## src/rtl/smap_pkg.sv

```systemverilog
`default_nettype none

package smap_pkg;

   localparam int POS_W      = 11;
   localparam int COUNT_W    = 11;
   localparam logic [COUNT_W-1:0] COUNT_MAX = '1;

   // Result queue: an item yields at most two results.
   localparam int FIFO_DEPTH = 4;
   localparam int FIFO_PTR_W = $clog2(FIFO_DEPTH);
   localparam int FIFO_CNT_W = $clog2(FIFO_DEPTH + 1);
   localparam int MAX_PUSH   = 2;

   typedef enum logic [1:0] {
      ACT_START    = 2'd0,
      ACT_PATTERN  = 2'd1,
      ACT_SENTENCE = 2'd2,
      ACT_END      = 2'd3
   } action_type;

   typedef struct packed {
      logic               is_match;
      logic [POS_W-1:0]   match_position;
      logic               is_done;
      logic [COUNT_W-1:0] match_count;
      logic               truncated;
      logic               last_in_run;
   } result_type;

endpackage

`default_nettype wire

```

## src/rtl/substring_match_all_positions.sv

```systemverilog
// Overlapping substring search over a byte stream.
// Request channel (req_valid / req_stall): one item per accepted cycle with
// req_action and req_byte_value. A start item clears the run, pattern items
// load the pattern, sentence items stream text and an end item asks for the
// match count. Response channel (rsp_valid / rsp_stall): one result per
// handshake; a sentence item gives at most one match result, an end item gives
// the summary, preceded by a match at the sentence length when the pattern is
// empty. last_in_run marks the final result of an item.
// Throughput is one item per cycle while req_stall is low. Each result is
// registered into a four-entry queue when its item is accepted and waits there;
// req_stall rises while more than two results wait, so an end item always finds
// room for both of its results. The pattern is compared against a window of the
// newest sentence bytes in parallel, one byte comparator per pattern position.
// Reset clears the run state and empties the result queue. A stalled receiver
// only fills the queue; no result is lost, and input is held off before it overflows.
`default_nettype none

module substring_match_all_positions #(
   parameter int PATTERN_MAX  = 64,
   parameter int SENTENCE_MAX = 1024
) (
   input  wire logic                        clock,
   input  wire logic                        reset,
   input  wire logic                        req_valid,
   output logic                             req_stall,
   input  wire logic [1:0]                  req_action,
   input  wire logic [7:0]                  req_byte_value,
   output logic                             rsp_valid,
   input  wire logic                        rsp_stall,
   output logic                             rsp_is_match,
   output logic [smap_pkg::POS_W-1:0]       rsp_match_position,
   output logic                             rsp_is_done,
   output logic [smap_pkg::COUNT_W-1:0]     rsp_match_count,
   output logic                             rsp_truncated,
   output logic                             rsp_last_in_run
);
   import smap_pkg::*;

   localparam int LEN_W = $clog2(PATTERN_MAX + 1);
   localparam int IDX_W = $clog2(SENTENCE_MAX + 1);
   localparam int CMP_W = ((IDX_W > LEN_W) ? IDX_W : LEN_W) + 1;

   // Pattern and window are both right aligned: entry PATTERN_MAX-1 is newest.
   logic [7:0]         pattern_ff [PATTERN_MAX];
   logic [7:0]         pattern_in [PATTERN_MAX];
   logic [7:0]         window_ff  [PATTERN_MAX];
   logic [7:0]         window_in  [PATTERN_MAX];
   logic [LEN_W-1:0]   length_ff, length_in;
   logic [IDX_W-1:0]   index_ff, index_in;
   logic [COUNT_W-1:0] found_ff, found_in;
   logic               overflow_ff, overflow_in;
   logic               started_ff, started_in;

   result_type         fifo_ff [FIFO_DEPTH];
   logic [FIFO_PTR_W-1:0] wr_ptr_ff, wr_ptr_in, rd_ptr_ff, rd_ptr_in;
   logic [FIFO_CNT_W-1:0] count_ff, count_in;

   logic               accept, pop;
   logic [1:0]         push_n;
   result_type         res0, res1;
   logic               window_hit;
   logic [CMP_W-1:0]   index_next_w, length_w, pos_w;
   action_type         action;

   assign action    = action_type'(req_action);
   assign req_stall = count_ff > FIFO_CNT_W'(FIFO_DEPTH - MAX_PUSH);
   assign accept    = req_valid && !req_stall;
   assign rsp_valid = count_ff != '0;
   assign pop       = rsp_valid && !rsp_stall;

   assign index_next_w = CMP_W'(index_ff) + CMP_W'(1);
   assign length_w     = CMP_W'(length_ff);
   assign pos_w        = index_next_w - length_w;

   // Window and pattern after the item's byte is shifted in.
   always_comb begin
      for (int k = 0; k < PATTERN_MAX - 1; k++) begin
         window_in[k]  = window_ff[k + 1];
         pattern_in[k] = pattern_ff[k + 1];
      end
      window_in[PATTERN_MAX - 1]  = req_byte_value;
      pattern_in[PATTERN_MAX - 1] = req_byte_value;
   end

   // Only the newest length_ff entries take part in the compare.
   always_comb begin
      window_hit = 1'b1;
      for (int k = 0; k < PATTERN_MAX; k++) begin
         if ((PATTERN_MAX - k) <= int'(length_ff) && window_in[k] != pattern_ff[k]) begin
            window_hit = 1'b0;
         end
      end
   end

   always_comb begin
      length_in   = length_ff;
      index_in    = index_ff;
      found_in    = found_ff;
      overflow_in = overflow_ff;
      started_in  = started_ff;
      push_n      = 2'd0;
      res0        = '0;
      res1        = '0;
      unique case (action)
         ACT_START: begin
            length_in   = '0;
            index_in    = '0;
            found_in    = '0;
            overflow_in = 1'b0;
            started_in  = 1'b0;
         end
         ACT_PATTERN: begin
            if (!started_ff) begin
               if (int'(length_ff) < PATTERN_MAX) begin
                  length_in = length_ff + LEN_W'(1);
               end else begin
                  overflow_in = 1'b1;
               end
            end
         end
         ACT_SENTENCE: begin
            started_in = 1'b1;
            if (int'(index_ff) >= SENTENCE_MAX) begin
               overflow_in = 1'b1;
            end else begin
               index_in = index_ff + IDX_W'(1);
               if (length_ff == '0) begin
                  push_n              = 2'd1;
                  res0.is_match       = 1'b1;
                  res0.match_position = POS_W'(index_ff);
               end else if (index_next_w >= length_w && window_hit) begin
                  push_n              = 2'd1;
                  res0.is_match       = 1'b1;
                  res0.match_position = POS_W'(pos_w);
               end
               if (push_n != 2'd0 && found_ff != COUNT_MAX) begin
                  found_in = found_ff + COUNT_W'(1);
               end
            end
         end
         ACT_END: begin
            if (length_ff == '0) begin
               if (found_ff != COUNT_MAX) begin
                  found_in = found_ff + COUNT_W'(1);
               end
               push_n              = 2'd2;
               res0.is_match       = 1'b1;
               res0.match_position = POS_W'(index_ff);
               res1.is_done        = 1'b1;
               res1.match_count    = found_in;
               res1.last_in_run    = 1'b1;
            end else begin
               push_n           = 2'd1;
               res0.is_done     = 1'b1;
               res0.match_count = found_ff;
            end
         end
         default: begin
         end
      endcase
      res0.truncated = overflow_in;
      res1.truncated = overflow_in;
      if (push_n == 2'd1) begin
         res0.last_in_run = 1'b1;
      end
   end

   always_comb begin
      wr_ptr_in = wr_ptr_ff;
      rd_ptr_in = rd_ptr_ff;
      count_in  = count_ff;
      if (accept) begin
         wr_ptr_in = wr_ptr_ff + FIFO_PTR_W'(push_n);
         count_in  = count_in + FIFO_CNT_W'(push_n);
      end
      if (pop) begin
         rd_ptr_in = rd_ptr_ff + FIFO_PTR_W'(1);
         count_in  = count_in - FIFO_CNT_W'(1);
      end
   end

   always_ff @(posedge clock) begin
      if (reset) begin
         length_ff   <= '0;
         index_ff    <= '0;
         found_ff    <= '0;
         overflow_ff <= 1'b0;
         started_ff  <= 1'b0;
         wr_ptr_ff   <= '0;
         rd_ptr_ff   <= '0;
         count_ff    <= '0;
      end else begin
         wr_ptr_ff <= wr_ptr_in;
         rd_ptr_ff <= rd_ptr_in;
         count_ff  <= count_in;
         if (accept) begin
            length_ff   <= length_in;
            index_ff    <= index_in;
            found_ff    <= found_in;
            overflow_ff <= overflow_in;
            started_ff  <= started_in;
         end
      end
   end

   // Pattern and window bytes are only read once written since the last start.
   always_ff @(posedge clock) begin
      if (accept && action == ACT_PATTERN && !started_ff
          && int'(length_ff) < PATTERN_MAX) begin
         pattern_ff <= pattern_in;
      end
      if (accept && action == ACT_SENTENCE && int'(index_ff) < SENTENCE_MAX) begin
         window_ff <= window_in;
      end
      for (int e = 0; e < FIFO_DEPTH; e++) begin
         if (accept && push_n != 2'd0 && FIFO_PTR_W'(e) == wr_ptr_ff) begin
            fifo_ff[e] <= res0;
         end
         if (accept && push_n == 2'd2 && FIFO_PTR_W'(e) == wr_ptr_ff + FIFO_PTR_W'(1)) begin
            fifo_ff[e] <= res1;
         end
      end
   end

   assign rsp_is_match       = fifo_ff[rd_ptr_ff].is_match;
   assign rsp_match_position = fifo_ff[rd_ptr_ff].match_position;
   assign rsp_is_done        = fifo_ff[rd_ptr_ff].is_done;
   assign rsp_match_count    = fifo_ff[rd_ptr_ff].match_count;
   assign rsp_truncated      = fifo_ff[rd_ptr_ff].truncated;
   assign rsp_last_in_run    = fifo_ff[rd_ptr_ff].last_in_run;

   a_fifo_bound: assert property (@(posedge clock) disable iff (reset)
      count_ff <= FIFO_CNT_W'(FIFO_DEPTH))
      else $error("result queue holds more items than its depth");

   a_end_gives_result: assert property (@(posedge clock) disable iff (reset)
      (accept && action == ACT_END) |=> rsp_valid)
      else $error("end item produced no summary result");

   a_length_bound: assert property (@(posedge clock) disable iff (reset)
      int'(length_ff) <= PATTERN_MAX)
      else $error("pattern length beyond capacity");

   a_start_clears: assert property (@(posedge clock) disable iff (reset)
      (accept && action == ACT_START) |=> (found_ff == '0 && index_ff == '0
                                           && !started_ff && !overflow_ff))
      else $error("start item did not clear the run state");

endmodule

`default_nettype wire

```

## config.mk

```make
export PLATFORM = sky130hd
export DESIGN_NAME = substring_match_all_positions
export DESIGN_NICKNAME = d
export VERILOG_FILES = /design/src/rtl/smap_pkg.sv /design/src/rtl/substring_match_all_positions.sv
export SDC_FILE = /design/constraint.sdc
export NUM_CORES = 1
export LEC_CHECK = 0
export ABC_AREA = 1
export BUFFER_PORTS_ARGS = -buffer_cell sky130_fd_sc_hd__buf_4
export CAP_MARGIN = 25
export CORE_ASPECT_RATIO = 0.5
export CORE_MARGIN = 1.5
export CORE_UTILIZATION = 65
export DETAILED_ROUTE_END_ITERATION = 10
export GPL_TIMING_DRIVEN = 0
export PLACE_DENSITY = 0.82
export SYNTH_ARGS = -nofsm -noshare
export SYNTH_HDL_FRONTEND = slang
export SYNTH_SLANG_ARGS = --single-unit
```

## constraint.sdc

```tcl
create_clock -name clock -period 76.5 [get_ports clock]
set_input_delay 7.65 -clock clock [delete_from_list [all_inputs] [get_ports clock]]
set_output_delay 7.65 -clock clock [all_outputs]
set_load 0.05 [all_outputs]
```

# Yosys cells after proc, flatten, opt, wreduce, memory -nomap -nowiden
# Memories as Yosys holds them, arrays and structs flattened. A register that Yosys moved wholly into a read port is not among the register bits.
# Index checks and enable logic that the tools add are counted.
# word_totals
word_cells	530
input_bits	14
register_bits	1054
n_memories	1
output_inout_bits	28
ram_bits	104
# classes
reduce_logical	102
n_eq_ne	81
n_addsub	10
bitwise_logic	4
n_lt_le_gt_ge	69
mux	128
# memory_table
name	words	width	read_ports	rd_ports_with_merged_regs	write_ports	line_no	rtl
fifo_ff	4	26	1	1	2	substring_match_all_positions.sv:54	result_type fifo_ff [FIFO_DEPTH];
# op_table
op	n
inequality test 8 bit	64
less-or-equal comparator 6 x 7 -> 1 bit, first input constant	32
two-way mux 26 bit	6
less-or-equal comparator 5 x 7 -> 1 bit, first input constant	16
two-way mux 12 bit	8
two-way mux 1 bit	90
logical AND 1 bit	83
less-or-equal comparator 4 x 7 -> 1 bit, first input constant	8
two-way mux 11 bit	5
OR reduction 26 bit	2
one-hot mux 11 bit (3 select lines)	1
less-or-equal comparator 3 x 7 -> 1 bit, first input constant	4
one-hot mux 12 bit (2 select lines)	1
adder 11 x 1 -> 11 bit, second input constant	2
one-hot mux 11 bit (2 select lines)	1
two-way mux 2 bit	8
less-or-equal comparator 2 x 7 -> 1 bit, first input constant	2
two-way mux 7 bit	2
one-hot mux 7 bit (2 select lines)	1
adder 11 x 1 -> 12 bit, second input constant	1
greater-or-equal comparator 12 x 7 -> 1 bit	1
greater-or-equal comparator 11 bit, second input constant	1
< comparator 11 bit, second input constant	1
inequality test 11 bit, second input constant	1
other kinds (29)	53

# Longest topological paths before layout
# Gate-level depths: netlist (run 1).
# logic_depth
depth_word	81
ltp_mapped	29
depth_no_buf	28

# Worst setup path before layout (run 1)
# Ideal clock, no wire load.
# synth_path
path_type	in2reg
startpoint	in req_valid
endpoint	reg length_ff[0]
n_path_buf	1
path_stages	7
arrival_time_ns	30.978
required_ns	76.357
path_slack_ns	45.379
setup_time_ns	0.143
path_cell_list	nand3_1 -> clkbuf_1 -> nor2_1 -> inv_1 -> nor2_1 -> o21ai_0 -> a21oi_1
# synth_via
elab_chain_len	2
# synth_lines
item	line_no	rtl
start, declared	substring_match_all_positions.sv:24	input wire logic req_valid,
logical AND 1 bit	substring_match_all_positions.sv:67	assign accept = req_valid && !req_stall;
AND reduction 4 bit (no line)	--	
end signal, assigned	substring_match_all_positions.sv:197	length_ff <= length_in;
end, declared	substring_match_all_positions.sv:48	logic [LEN_W-1:0] length_ff, length_in;
# No other way between the ends.
# A chain may end at the register's enable or synchronous reset.

# Worst setup path after layout (run 1)
# layout_path
startpoint	in req_action[1]
endpoint	reg window_ff[30] in the netlist's numbering, enable pin
# layout_via
elab_chain_len	3
# layout_lines
item	line_no	rtl
start, declared	substring_match_all_positions.sv:26	input wire logic [1:0] req_action,
== test 2 bit	substring_match_all_positions.sv:212	if (accept && action == ACT_SENTENCE && int'(index_ff) < SENTENCE_MAX) begin
logical AND 1 bit (2 in series)	substring_match_all_positions.sv:212	
end signal, assigned	substring_match_all_positions.sv:213	window_ff <= window_in;
end, declared	substring_match_all_positions.sv:46	logic [7:0] window_ff [PATTERN_MAX];
# No other way between the ends.

==> impl_metrics.ini, run 1 <==
[sta]
tns_ps = 0
fin_crit_ps = 10990
rsz0062_at_grt = no
max_slew_margin_pct = 44.42
fin_crit_sh_pct = 14.37
hold_violations = 0
final_max_slew_viol_count = 0
clock.fmax_ghz = 0.09099
setup_viol = 0
tightest_slew_ps = 825.0
fin_worst_skew_ps = 29.00

[cts]
post_cts_resized = 0
htree_num_levels = 3
ctsHoldBuffers = 0
post_cts_buffers = 0
clock-root-buffer = clkbuf_16
insertion_delay_ps = 690
clock_sinks = 1160
clk_pin_slew_ps = 70
ctsLongestPathBuffers = 3
cts_tree = built
numCtsBuffers = 94

[synthesis]
syn_inst = 3323
seq_area_frac_synth_pct = 74.90
synth-edff-count = 1108
yosysWarnings = 0
syn_nets = 3356
synthFlopType = edfxtp_1
avgSynthCellArea_sq_um = 13.79
synth_seq_cells = 1160
syn_area_sq_um = 45810
async_reset_ff_share_pct = 0
synth.distinct_cells = 43

[final_layout]
area_growth_pct = 11.69
fillCellCount = 4071
drive_above_1_share_pct = 7.794
num-nets-final = 3522
final_util_pct = 73.79
n_antenna_cell = 0

[floorplan]
die_w_um = 378.4
pin_count = 42
fp-row-count = 68
core-area_sq_um = 69340
die_area_sq_um = 72170
initial_core_util_pct = 66.06
die_h_um = 190.7

[min_path]
hp-class = reg -> reg
holdPathStages = 0

[route]
vias = 25372
vias_per_cell = 5.623
drc = 0
drt-pass1-iter-count = 6
drt_iter0_markers = 2708
drt-total-wl_um = 86630
avgRoutedWirePerCell_um = 19.20
ant_nets = 0

[grt]
grt_max_degree = 67
gr-usage-all-layers_pct = 24.51
antenna_found_initial = 0
grt_pass1_vias = 25483
overflow = 0
grt_pass1_wl_um = 134400

[worst_setup_path]
r2r_slack_ps = 71380
crit_arrival_ps = 11330
cp_max_fo = 61
required_ps = 76840
r2r-end = count_ff[1]$_SDFF_PP0_
cp-start-kind = input port
worstRegToRegCells = 25
worst-setup-path-type = in -> reg
cp-end-kind = flop
reg2reg_from = length_ff[2]$_SDFFE_PP0P_
crit_start = req_action[1]
endpoint = window_ff[30]$_DFFE_PP_

[placement]
dp_hpwl_um = 57400
portBuffers = 39
place_congestion = 0.9099

[power]
peakVddDrop_mv = 0.03469
p_leak_nw = 17.27
power_density_nw_per_um2 = 27.45

[flow_run]
drv_cap = 0

[run_status]
status = complete, no violations
[layout make-up]
type / instances / area, sq um / area share [%]
clock inverters: 57 / 648.1 / 1.267
clock buffers: 117 / 2500 / 4.886
plain buffers: 47 / 217.7 / 0.4255
repair buffers: 70 / 980.9 / 1.917
inverters: 242 / 908.4 / 1.775
well taps: 945 / 1182 / 2.311
flip-flops and latches: 1160 / 34310 / 67.06
multi-input cells: 1874 / 10420 / 20.36
[cell usage after synthesis (17+ instances only)]
library cell     n  area share [%]
edfxtp_1      1108              73
nand2_1        641             5.3
xnor2_1        411             7.9
nor2_1         299             2.5
inv_1          227             1.9
o21ai_0        157             1.7
a21oi_1         76            0.83
xor2_1          60             1.1
dfxtp_1         52             2.3
nand3_1         47            0.51
nand4_1         42            0.57
clkbuf_1        33            0.27
or2_2           21            0.29
nor3_1          20            0.22
o22ai_1         18            0.25
ha_1            17            0.46
o21ai_1         17            0.19
[power by group]
group          total (mW)  switching (mW)  internal (mW)
Combinational       0.147           0.102         0.0454
Clock               0.496           0.221          0.275
Sequential          0.762          0.0217          0.740
[layer usage]
layer  share of wire (%)  GRT usage, %  vias to the layer above
li1                    -             -                    11785
met1                  40         32.98                    12431
met2                  49         40.15                      986
met3                 9.3         6.394                      170
met4                 2.2         6.565                        0
met5                   0             0                        -
[cells by family (layout without fill, tap and decap cells)]
kind of cell,count (synthesis),in the layout,share of synthesized area [%]
multiplexers,1,1,0.02185
buffers and inverters,289,533,2.450
flip-flops,1160,1160,74.90
AO/OA/AOI/OAI,291,291,3.351
XOR/XNOR,471,471,9.005
adder cells (fa/ha/maj),19,19,0.5517
AND/OR/NAND/NOR,1092,1092,9.715
[through the flow]
| stage | power (mW) | cell area (sq um) | setup slack (ps) | cells | hold WS [ps] |
|---|---|---|---|---|---|
| after floorplan | 0.8992 | 45810 | 45380 | 3323 | 426.4 |
| after global placement | 0.9553 | 47280 | 34150 | 4307 | 429.1 |
| after detailed placement | 0.9200 | 48020 | 64900 | 4338 | 435.2 |
| after CTS | 1.411 | 51170 | 65630 | 4512 | 450.9 |
| after global routing | 1.450 | 51170 | 65240 | 4512 | 460.3 |
| final | 1.405 | 51170 | 65510 | 4512 | 451.8 |
[flip-flops by register name, summed over array words and instances (netlist names), 2 cells and up, named ones only]
signal	flops
pattern_ff	512
length_ff	7
rd_ptr_ff	2
found_ff	11
index_ff	11
window_ff	504
wr_ptr_ff	2
count_ff	3
fifo_ff	104
[critical path: stages]
cell and delay [ps]:
clkbuf_1 350, inv_1 150, nor2_1 150, clkinv_1 290, nor2_1 530, inv_1 190
nor2_1 170, clkbuf_4 520, buf_16 310, buf_12 270, buf_16 280, buf_16 300
[cell usage in the layout (no fill, tap or decap), types with 50 or more instances in the layout]
master / count
a21oi_1: 76
clkbuf_1: 50
clkbuf_16: 95
dfxtp_1: 52
edfxtp_1: 1108
inv_1: 227
nand2_1: 641
nor2_1: 298
o21ai_0: 154
xnor2_1: 411
xor2_1: 60
[worst min-delay path by stage]
stage | from | end
global placement | pattern_ff[287]$_DFFE_PP_ | pattern_ff[295]$_DFFE_PP_
finish | pattern_ff[287]$_DFFE_PP_ | pattern_ff[295]$_DFFE_PP_
CTS | pattern_ff[287]$_DFFE_PP_ | pattern_ff[295]$_DFFE_PP_
detailed placement | pattern_ff[287]$_DFFE_PP_ | pattern_ff[295]$_DFFE_PP_
global route | pattern_ff[499]$_DFFE_PP_ | pattern_ff[507]$_DFFE_PP_
floorplan | pattern_ff[170]$_DFFE_PP_ | pattern_ff[178]$_DFFE_PP_
No activity file was read; power rests on OpenSTA's default activity.
==> run 2, diff against run 1 <==
--- a/config.mk
+++ b/config.mk
@@ -10,10 +10,10 @@
 export CAP_MARGIN = 25
 export CORE_ASPECT_RATIO = 0.5
 export CORE_MARGIN = 1.5
-export CORE_UTILIZATION = 65
+export CORE_UTILIZATION = 63
 export DETAILED_ROUTE_END_ITERATION = 10
 export GPL_TIMING_DRIVEN = 0
-export PLACE_DENSITY = 0.82
+export PLACE_DENSITY = 0.79
 export SYNTH_ARGS = -nofsm -noshare
 export SYNTH_HDL_FRONTEND = slang
 export SYNTH_SLANG_ARGS = --single-unit
==> constraint.sdc (replaced) <==
create_clock -name clock -period 10.5 [get_ports clock]
set_input_delay 1.05 -clock clock [delete_from_list [all_inputs] [get_ports clock]]
set_output_delay 1.05 -clock clock [all_outputs]
set_load 0.05 [all_outputs]
==> impl_metrics.ini, run 2 (synthesis results as in run 1) <==
[grt]
overflow = 0
grt_max_degree = 108
antenna_found_initial = 0
grt_pass1_wl_um = 131300
gr-usage-all-layers_pct = 22.95
grt_pass1_vias = 25036

[cts]
cts_tree = built
htree_num_levels = 3
clock-root-buffer = clkbuf_16
clk_pin_slew_ps = 70
post_cts_buffers = 0
clock_sinks = 1160
numCtsBuffers = 95
post_cts_resized = 0
ctsLongestPathBuffers = 3
ctsHoldBuffers = 0
insertion_delay_ps = 680

[placement]
placed_area_sq_um = 47950
portBuffers = 39
pre_cts_ws_ps = 5687
dp_hpwl_um = 56280
place_congestion = 0.9352

[sta]
max_slew_margin_pct = 23.53
fin_crit_sh_pct = 49.01
hold_violations = 0
setup_viol = 0
setup_ws_ps = 5354
fin_worst_skew_ps = 16.98
fin_crit_ps = 5146
final_max_slew_viol_count = 0
tns_ps = 0
tightest_slew_ps = 1138
clock.fmax_ghz = 0.1943
rsz0062_at_grt = no

[worst_setup_path]
cp-end-kind = flop
crit_top_cell = inv_1
crit_arrival_ps = 5750
cp_slowest_cell = nor2_1
worstRegToRegCells = 26
worst-setup-path-type = reg -> reg
cp-start-kind = flop
cp_max_fo = 7
cpPeakStageDelay_ps = 590
required_ps = 11110

[run_status]
violations = DRC
status = finished with violations

[route]
vias_per_cell = 5.532
drc = 1
ant_nets = 0
drt-pass1-iter-count = 9
vias = 24994
avgRoutedWirePerCell_um = 18.71
drt_iter0_markers = 2439
drt-total-wl_um = 84550

[floorplan]
die_area_sq_um = 74440
initial_core_util_pct = 64.08
die_h_um = 193.7
die_w_um = 384.3
fp-row-count = 69
core-area_sq_um = 71480
pin_count = 42

[final_layout]
top_register = pattern_ff
layout_common_cells = edfxtp_1 (1108), nand2_1 (641), xnor2_1 (411), nor2_1 (298), inv_1 (227)
layout_commonest_cell = edfxtp_1
n_antenna_cell = 0
area_growth_pct = 11.35
drive_above_1_share_pct = 7.444
largest_reg_flops = 512
num-nets-final = 3518
top_regs = pattern_ff (512), window_ff (504), fifo_ff (104)
stdcell_area_sq_um = 51010

[power]
seqPwrFrac_pct = 54.8
p_leak_nw = 17.19
sw_frac_of_total_pct = 24.28
peakVddDrop_mv = 0.1764
power_density_nw_per_um2 = 198.6
power_frac_comb_pct = 10.4
power.total_mw = 10.13
p_clk_share_pct = 34.8
internal_power_mw = 7.671
power_switching_mw = 2.460

[min_path]
hp-class = reg -> reg
holdPathStages = 0

[flow_run]
drv_cap = 0
run 2: metrics by stage:
stage	std cells	hold WS, ps	util, %
after CTS	4518	447.0	71.35
final	4518	450.8	71.35
after floorplan	3323	426.4	-
after global routing	4518	464.6	71.35
after detailed placement	4346	433.1	67.07
after global placement	4320	429.0	66.18
run 2: routing by layer:
metal	global-route usage (%)	up-vias	routed length, um
met1	30.95	12203	34030
met3	6.039	146	7655
met4	5.862	0	1722
met2	37.56	864	41150
met5	0	-	0
li1	-	11781	-
run 2: critical path, delay by kind of cell, from the launching register on:
family / cells / cell delay [ps]
buffers and inverters: 6 / 700
AOI/OAI and AO/OA: 4 / 960
DFF: 1 / 400
and+or+nand+nor: 12 / 1810
adders and majority gates: 4 / 1190
run 2: power groups by stage:
stage	combinational (mW)	clock [mW]	sequential [mW]
after CTS	1.06	3.59	5.55
final	1.06	3.53	5.55
after detailed placement	1.05	0	5.65
after global placement	0.968	0	5.78
after floorplan	0.712	0	5.69
after global routing	1.15	3.76	5.57
run 2: area by class of cell:
cell class,count,area [sq um]
Clock inverter,53,506.7
Multi-Input combinational cell,1874,10420
Clock buffer,119,2552
Buffer,47,224.0
Timing Repair Buffer,65,888.4
Tap cell,958,1199
Inverter,242,908.4
Sequential cell,1160,34310
Fill cell,4450,20480
run 2: worst paths after layout:
| path | startpoint | to | slack [ps] |
|---|---|---|---|
| worst max-delay path | length_ff[0]$_SDFFE_PP0P_ | count_ff[1]$_SDFF_PP0_ | 5350 |
| worst min-delay path | window_ff[276]$_DFFE_PP_ | window_ff[284]$_DFFE_PP_ | 450 |
| worst max register to register | length_ff[0]$_SDFFE_PP0P_ | count_ff[1]$_SDFF_PP0_ | 5350 |
| worst min register to register | window_ff[276]$_DFFE_PP_ | window_ff[284]$_DFFE_PP_ | 450 |
